==> config.mk <==
export PLATFORM = sky130hd
export DESIGN_NAME = procedural_icon_pixel_painter
export DESIGN_NICKNAME = d
export VERILOG_FILES = /design/src/rtl/pip_pkg.sv /design/src/rtl/pip_glyph.sv /design/src/rtl/procedural_icon_pixel_painter.sv
export SDC_FILE = /design/constraint.sdc
export NUM_CORES = 1
export LEC_CHECK = 0
export ABC_CLOCK_PERIOD_IN_PS = 6350
export BUFFER_PORTS_ARGS = -buffer_cell sky130_fd_sc_hd__buf_2
export CAP_MARGIN = 20
export CELL_PAD_IN_SITES_DETAIL_PLACEMENT = 0
export CELL_PAD_IN_SITES_GLOBAL_PLACEMENT = 1
export CORE_MARGIN = 5
export CORE_UTILIZATION = 45
export CTS_BUF_LIST = sky130_fd_sc_hd__clkbuf_8
export CTS_CLUSTER_DIAMETER = 120
export DETAILED_ROUTE_END_ITERATION = 8
export PLACE_DENSITY_LB_ADDON = 0.1
export SYNTH_ARGS = -nofsm -noshare
export SYNTH_HDL_FRONTEND = slang
export SYNTH_SLANG_ARGS = --single-unit
==> constraint.sdc <==
create_clock -name clk -period 6.35 [get_ports clk]
set_input_delay 0.3175 -clock clk [delete_from_list [all_inputs] [get_ports clk]]
set_output_delay 0.3175 -clock clk [all_outputs]
set_load 0.02 [all_outputs]
==> src/rtl/pip_pkg.sv <==
// Shared codes, constants and elaboration-time table builders for the icon pixel painter.
package pip_pkg;

  typedef enum logic [2:0] {
    REG_ICON_SHAPE = 3'd0,
    REG_BACK_RED   = 3'd1,
    REG_BACK_GREEN = 3'd2,
    REG_BACK_BLUE  = 3'd3,
    REG_GLOW_ON    = 3'd4,
    REG_BLUE_FIRST = 3'd5
  } cfg_reg_t;

  typedef enum logic [2:0] {
    SHAPE_BARS   = 3'd0,
    SHAPE_TRI    = 3'd1,
    SHAPE_MINUS  = 3'd2,
    SHAPE_CTRL_L = 3'd3,
    SHAPE_CTRL_R = 3'd4
  } shape_t;

  localparam int unsigned CornerLo  = 12;
  localparam int unsigned CornerHi  = 51;
  localparam int unsigned InsideMax = 132;
  localparam int unsigned RimFirst  = 111;
  localparam int unsigned RomBase   = 133;
  localparam int unsigned GlowFirst = 157;
  localparam int unsigned RomLast   = 288;
  localparam int unsigned RomDepth  = RomLast - RomBase + 1;
  localparam int unsigned RomIdxW   = $clog2(RomDepth);

  localparam logic [7:0] RimAdd  = 8'd51;
  localparam logic [7:0] GlowAdd = 8'd77;

  localparam longint unsigned GlowDen   = 64'd4000 << 32;
  localparam longint unsigned GlowReach = 64'd22 * 64'd65536;
  localparam longint unsigned SoftEdge  = 64'd819200;

  function automatic longint unsigned isqrt64(input longint unsigned v);
    longint unsigned r;
    longint unsigned b;
    longint unsigned rem;
    rem = v;
    r   = 64'd0;
    b   = 64'd1 << 62;
    while (b > rem) b = b >> 2;
    while (b != 64'd0) begin
      if (rem >= r + b) begin
        rem = rem - (r + b);
        r   = (r >> 1) + b;
      end else begin
        r = r >> 1;
      end
      b = b >> 2;
    end
    return r;
  endfunction

  function automatic logic [7:0] alpha_entry(input int unsigned d2);
    longint unsigned s16;
    longint unsigned t16;
    longint unsigned a;
    s16 = isqrt64(64'(d2) << 32);
    if (d2 >= GlowFirst) begin
      t16 = GlowReach - s16;
      a   = (t16 * t16 * 64'd5610 + GlowDen / 2) / GlowDen;
    end else begin
      a = ((SoftEdge - s16) * 64'd255 + 64'd32768) >> 16;
    end
    return a[7:0];
  endfunction

endpackage

==> src/rtl/pip_glyph.sv <==
// Glyph coverage test for one texel against the selected icon shape.
module pip_glyph import pip_pkg::*; (
  input  logic [2:0] shape,
  input  logic [5:0] x,
  input  logic [5:0] y,
  output logic       hit
);

  logic [5:0] ay;
  logic [5:0] ay_inv;
  logic [9:0] tri_lhs;
  logic [9:0] tri_rhs;
  logic [5:0] bx;
  logic [5:0] by;
  logic [7:0] body_r2;
  logic [6:0] x_lo;
  logic [6:0] x_hi;
  logic       bars;
  logic       tri_hit;
  logic       minus;
  logic       body;
  logic       ltr_l;
  logic       ltr_r;

  always_comb begin
    ay      = (y >= 6'd32) ? (y - 6'd32) : (6'd32 - y);
    ay_inv  = 6'd18 - ay;
    tri_lhs = 10'(10'(x - 6'd18) * 10'd18);
    tri_rhs = {ay_inv[4:0], 5'b0};
    tri_hit = (x >= 6'd18) && (ay <= 6'd18) && (tri_lhs <= tri_rhs);

    bars = (x inside {[12:52]}) &&
           ((y inside {[16:20]}) || (y inside {[30:34]}) || (y inside {[44:48]}));

    minus = (x inside {[18:46]}) && (y inside {[30:34]});

    bx = (x >= 6'd32) ? (x - 6'd32) : (6'd32 - x);
    if (y < 6'd22) begin
      by = 6'd22 - y;
    end else if (y > 6'd46) begin
      by = y - 6'd46;
    end else begin
      by = 6'd0;
    end
    body_r2 = 8'({4'b0, bx[3:0]} * {4'b0, bx[3:0]}) +
              8'({4'b0, by[3:0]} * {4'b0, by[3:0]});
    body    = (bx <= 6'd10) && (y inside {[16:52]}) && (body_r2 <= 8'd100);

    ltr_l = ((x inside {[27:32]}) && (y inside {[22:42]})) ||
            ((x inside {[27:40]}) && (y inside {[38:42]}));

    x_lo  = 7'(x) + 7'd2;
    x_hi  = 7'(x) + 7'd6;
    ltr_r = ((x inside {[24:29]}) && (y inside {[22:42]})) ||
            ((x inside {[24:36]}) && (y inside {[22:26]})) ||
            ((x inside {[24:36]}) && (y inside {[30:34]})) ||
            ((x inside {[33:37]}) && (y inside {[22:34]})) ||
            ((x inside {[29:40]}) && (y inside {[33:42]}) &&
             (7'(y) >= x_lo) && (7'(y) <= x_hi));

    case (shape)
      SHAPE_BARS:   hit = bars;
      SHAPE_TRI:    hit = tri_hit;
      SHAPE_MINUS:  hit = minus;
      SHAPE_CTRL_L: hit = body || ltr_l;
      SHAPE_CTRL_R: hit = body || ltr_r;
      default:      hit = 1'b0;
    endcase
  end

endmodule

==> src/rtl/procedural_icon_pixel_painter.sv <==
// Top level of the icon pixel painter: config registers and the four-stage texel pipeline.
//
// Takes one texel coordinate per clock and returns its four premultiplied bytes from
// the output registers with done high for exactly one cycle; results leave in the
// order in which their coordinates were taken, one per transfer. The pipeline never
// stalls and has no backpressure, so busy is high only while rst is high. Stages:
// corner offsets and glyph test, squared corner distance, alpha table and color pick,
// then the three 8x8 premultiply products. The alpha table is a 156-entry constant ROM
// indexed by squared distance. Write configuration only while no texel is in flight.
module procedural_icon_pixel_painter import pip_pkg::*; (
  input  logic       clk,
  input  logic       rst,
  input  logic       start,
  output logic       busy,
  input  logic [5:0] pixel_x,
  input  logic [5:0] pixel_y,
  output logic       done,
  output logic [7:0] byte_zero,
  output logic [7:0] byte_one,
  output logic [7:0] byte_two,
  output logic [7:0] byte_three,
  input  logic       cfg_valid,
  output logic       cfg_ready,
  input  logic [2:0] cfg_index,
  input  logic [7:0] cfg_data
);

  logic [2:0] icon_shape;
  logic [7:0] back_red;
  logic [7:0] back_green;
  logic [7:0] back_blue;
  logic       glow_on;
  logic       blue_first;

  logic [7:0] alpha_rom [RomDepth];

  for (genvar i = 0; i < RomDepth; i++) begin : g_rom
    localparam logic [7:0] Entry = alpha_entry(RomBase + i);
    assign alpha_rom[i] = Entry;
  end

  function automatic logic [7:0] brighten(input logic [7:0] c, input logic [7:0] add);
    logic [8:0] s;
    s = {1'b0, c} + {1'b0, add};
    return s[8] ? 8'hFF : s[7:0];
  endfunction

  function automatic logic [7:0] premul(input logic [7:0] c, input logic [7:0] a);
    logic [15:0] t;
    logic [15:0] u;
    t = 16'(c) * 16'(a) + 16'd128;
    u = t + (t >> 8);
    return u[15:8];
  endfunction

  assign busy      = rst;
  assign cfg_ready = !rst;

  always_ff @(posedge clk) begin
    if (rst) begin
      icon_shape <= 3'd0;
      back_red   <= 8'd0;
      back_green <= 8'd0;
      back_blue  <= 8'd0;
      glow_on    <= 1'b0;
      blue_first <= 1'b0;
    end else if (cfg_valid) begin
      case (cfg_index)
        REG_ICON_SHAPE: icon_shape <= cfg_data[2:0];
        REG_BACK_RED:   back_red   <= cfg_data;
        REG_BACK_GREEN: back_green <= cfg_data;
        REG_BACK_BLUE:  back_blue  <= cfg_data;
        REG_GLOW_ON:    glow_on    <= cfg_data[0];
        REG_BLUE_FIRST: blue_first <= cfg_data[0];
        default: ;
      endcase
    end
  end

  // stage 1: corner offsets, rim and glyph
  logic       take;
  logic [3:0] ex_in;
  logic [3:0] ey_in;
  logic       rim_in;
  logic       glyph_in;

  assign take = start && !busy;

  always_comb begin
    if (pixel_x < 6'(CornerLo)) begin
      ex_in = 4'(6'(CornerLo) - pixel_x);
    end else if (pixel_x > 6'(CornerHi)) begin
      ex_in = 4'(pixel_x - 6'(CornerHi));
    end else begin
      ex_in = 4'd0;
    end
    if (pixel_y < 6'(CornerLo)) begin
      ey_in = 4'(6'(CornerLo) - pixel_y);
    end else if (pixel_y > 6'(CornerHi)) begin
      ey_in = 4'(pixel_y - 6'(CornerHi));
    end else begin
      ey_in = 4'd0;
    end
    rim_in = (pixel_x == 6'd0) || (pixel_y == 6'd0) ||
             (pixel_x == 6'd63) || (pixel_y == 6'd63);
  end

  pip_glyph u_glyph (
    .shape (icon_shape),
    .x     (pixel_x),
    .y     (pixel_y),
    .hit   (glyph_in)
  );

  logic       v1;
  logic [3:0] ex1;
  logic [3:0] ey1;
  logic       rim1;
  logic       glyph1;

  always_ff @(posedge clk) begin
    if (rst) begin
      v1 <= 1'b0;
    end else begin
      v1 <= take;
    end
    ex1    <= ex_in;
    ey1    <= ey_in;
    rim1   <= rim_in;
    glyph1 <= glyph_in;
  end

  // stage 2: squared corner distance
  logic       v2;
  logic [8:0] d2;
  logic       rim2;
  logic       glyph2;

  always_ff @(posedge clk) begin
    if (rst) begin
      v2 <= 1'b0;
    end else begin
      v2 <= v1;
    end
    d2     <= 9'({5'b0, ex1} * {5'b0, ex1}) + 9'({5'b0, ey1} * {5'b0, ey1});
    rim2   <= rim1;
    glyph2 <= glyph1;
  end

  // stage 3: alpha lookup and color pick
  logic               outside;
  logic [RomIdxW-1:0] rom_idx;
  logic [8:0]         d2_off;
  logic [7:0]         alpha_next;
  logic [7:0]         red_next;
  logic [7:0]         green_next;
  logic [7:0]         blue_next;

  always_comb begin
    outside = d2 >= 9'(GlowFirst);
    d2_off  = d2 - 9'(RomBase);
    rom_idx = (d2 >= 9'(RomBase)) ? RomIdxW'(d2_off) : '0;
    if (d2 <= 9'(InsideMax)) begin
      alpha_next = 8'hFF;
    end else if (outside && !glow_on) begin
      alpha_next = 8'd0;
    end else begin
      alpha_next = alpha_rom[rom_idx];
    end
    if (outside) begin
      red_next   = brighten(back_red, GlowAdd);
      green_next = brighten(back_green, GlowAdd);
      blue_next  = brighten(back_blue, GlowAdd);
    end else if (glyph2) begin
      red_next   = 8'hFF;
      green_next = 8'hFF;
      blue_next  = 8'hFF;
    end else if (rim2 || (d2 >= 9'(RimFirst))) begin
      red_next   = brighten(back_red, RimAdd);
      green_next = brighten(back_green, RimAdd);
      blue_next  = brighten(back_blue, RimAdd);
    end else begin
      red_next   = back_red;
      green_next = back_green;
      blue_next  = back_blue;
    end
  end

  logic       v3;
  logic [7:0] alpha3;
  logic [7:0] red3;
  logic [7:0] green3;
  logic [7:0] blue3;

  always_ff @(posedge clk) begin
    if (rst) begin
      v3 <= 1'b0;
    end else begin
      v3 <= v2;
    end
    alpha3 <= alpha_next;
    red3   <= red_next;
    green3 <= green_next;
    blue3  <= blue_next;
  end

  // stage 4: premultiply and byte order
  logic [7:0] red_pm;
  logic [7:0] blue_pm;

  assign red_pm  = premul(red3, alpha3);
  assign blue_pm = premul(blue3, alpha3);

  always_ff @(posedge clk) begin
    if (rst) begin
      done <= 1'b0;
    end else begin
      done <= v3;
    end
    byte_zero  <= blue_first ? blue_pm : red_pm;
    byte_one   <= premul(green3, alpha3);
    byte_two   <= blue_first ? red_pm : blue_pm;
    byte_three <= alpha3;
  end

endmodule

==> metrics.cfg <==
[timing]
final_max_slew_viol_count=0
hold_ws_ns=0.0642
finalSetupViolations=0
worst_slew_pin_slew_ns=0.924
fmax_mhz=164
clock_skew_ns=0.0187
slew_headroom=0.384
period_share=0.963
hold_violations=0
setup_tns_ns=0
period_needed_ns=6.11

[floorplan]
die_area_sq_mm=0.0404
io_pins=62
core_sq_mm=0.0363
fp-row-count=70
die_x_um=201
start_util=0.452
die_h_um=201

[placement]
place_inst=2534
port_buffers=61
hpwl_um=34500
place.gp.congestion=0.868

[routing]
wire_per_inst_um=17.0
wl_met2_um=20700
drcViolationCount=0
met3_length_um=1390
drt_iter0_drc=716
top_layer=met4
route.vias.total=14000
drt-total-wl_um=43600
vias_per_cell=5.46
drt.antenna.violating_nets=0
drt_pre_antenna_iters=5
drt-met1-wl_um=21100

[yosys]
seq_area_frac_synth=0.144
synthArstFlopShare=0
ys.flop_type=dfxtp_1
synth_enable_flop_cells=0
ys_warn_count=0
syn-cell-area_sq_mm=0.0164
ys_ff_latch=118
ys_types=87
synth_nets=2447
syn_avg_cell_area_sq_um=8.00
syn_inst=2051

[clock_tree]
insertion_delay_ns=0.47
cts_tree=done
htreeDepth=4
clock-sinks=118
cts.clk_slew.worst_paths_ns=0.09
cts-buffers-inserted=17
ctsRootBufferMaster=clkbuf_8
cts_hold_buf=0
clockBufferDepth=2

[layout]
diodes=0
area_growth_pct=9.26
final_nets=2485
layout_commonest_cell=inv_1
layout_common_cells=inv_1, nand2_1, ha_1
stdcell_count=2570
drive_above_1_share=0.0966

[setup_path]
crit_fanout=12
cp_data_arrival_time_ns=6.44
crit_type=flip-flop to flip-flop
crit_path_end_kind=flip-flop
startpoint_type=flip-flop
required_ns=6.68

[grt]
antenna_found_initial=0
grt_first_pass_wirelength_um=72400
grt_max_degree=39
overflow=0
grt_pass1_vias=14000
grtUsageTotal=0.215

[worst_hold_path]
hold_path_class=primary input to flip-flop

[run]
cap_violations=0

[outcome]
status=finished clean

## path summary, 6_finish.rpt
path	start	endpoint	slack [ns]	cells past startpoint
setup reg to reg	alpha3[5]$_SDFF_PP1_	byte_two[7]$_DFF_P_	0.24	23
setup / recovery	alpha3[5]$_SDFF_PP1_	byte_two[7]$_DFF_P_	0.24	23
hold reg to reg	rim1$_DFF_P_	rim2$_DFF_P_	0.35	0
hold / removal	start	v1$_SDFF_PP0_	0.06	2
## timing repair
action,in CTS,in global routing
setup buffers,0,3
endpoints found under the hold margin,0,0
pin swaps,0,14
gates resized for setup,4,57
gates cloned,0,1
setup endpoints to repair,3,19
## through the flow
stage / instance area (sq um) / worst slack, ns / util
3_5_place_dp: 17300 / -0.0363 / 0.475
4_1_cts: 17700 / 0.00360 / 0.486
5_1_grt: 17900 / -0.0512 / 0.493
6_report: 17900 / 0.238 / 0.493
3_3_place_gp: 17300 / 0.0580 / 0.475
2_1_floorplan: 16400 / 0.114 / -
## Yosys cell counts (8+ instances only)
cell type  instances  share of area
nor3_1            38          0.012
o21ai_0           83          0.025
a31oi_1           15         0.0057
o21a_1            11         0.0050
a2111oi_0          9         0.0048
dfxtp_1          118           0.14
o31ai_1           11         0.0050
xnor2_1           59          0.031
a211oi_1          20         0.0091
o221ai_1          14         0.0075
a21oi_1          134          0.041
nand4_1            8         0.0030
o21ai_1           23         0.0070
and3_1             9         0.0034
ha_1             235           0.18
inv_1            264          0.060
xor2_1            33          0.018
and2_1           113          0.043
mux2i_1           14         0.0085
o22ai_1            9         0.0034
nor2_1           103          0.024
a21o_1            24          0.011
o21bai_1           9         0.0041
nand2_1          256          0.059
nand2b_1          16         0.0061
o211ai_1          19         0.0087
clkbuf_1          63          0.014
buf_2             15         0.0046
nand3_1           44          0.013
nor2b_1           25         0.0095
fa_1             134           0.16
## metal layers
| layer | vias up | GRT usage |
|---|---|---|
| met1 | 6718 | 0.302 |
| met4 | 0 | 0.0366 |
| met5 | - | 0 |
| li1 | 7002 | - |
| met3 | 28 | 0.0242 |
| met2 | 278 | 0.362 |
## final cells by class
type                            count  area (sq um)
Clock inverter                     14           149
Tap cell                          468           586
Fill cell                        3566         18400
Clock buffer                       18           248
Multi-Input combinational cell   1580         12800
Inverter                          266           998
Sequential cell                   118          2400
Timing Repair Buffer              106           713
## flip-flops by register name (all words and copies together) (netlist names), 3 cells and up
name and flops:
blue3 8, byte_two 8, d2 9, ey1 4
red3 8, back_blue 8, byte_one 8, byte_zero 8
back_red 8, byte_three 8, back_green 8, green3 8
icon_shape 3, alpha3 8, ex1 4
## critical path, stage by stage, from the launching register on
cell	delay, ns
dfxtp_4	0.39
buf_12	0.14
nand2_1	0.07
fa_1	0.48
inv_1	0.05
fa_1	0.50
fa_1	0.53
fa_1	0.54
ha_4	0.20
a2111oi_1	0.42
o21ai_1	0.16
nand2_1	0.15
o2111ai_2	0.15
a21oi_2	0.18
xnor2_2	0.10
ha_1	0.31
nand2_1	0.08
a211o_1	0.31
a211oi_4	0.31
and2_4	0.21
nand3_2	0.10
nor4b_2	0.31
xnor2_1	0.19
mux2i_1	0.10
## kinds of logic after synthesis
| group | after synthesis | share of synthesized area |
|---|---|---|
| compound gates | 441 | 0.172 |
| buf+inv | 353 | 0.0832 |
| mux | 19 | 0.0133 |
| fa+ha+maj | 369 | 0.343 |
| flops | 118 | 0.144 |
| simple gates | 659 | 0.196 |
| xor+xnor | 92 | 0.0491 |
Power is left out: the tool's default activity adds up to more than one toggle a clock period on the data nets, which glitch-free logic cannot reach.
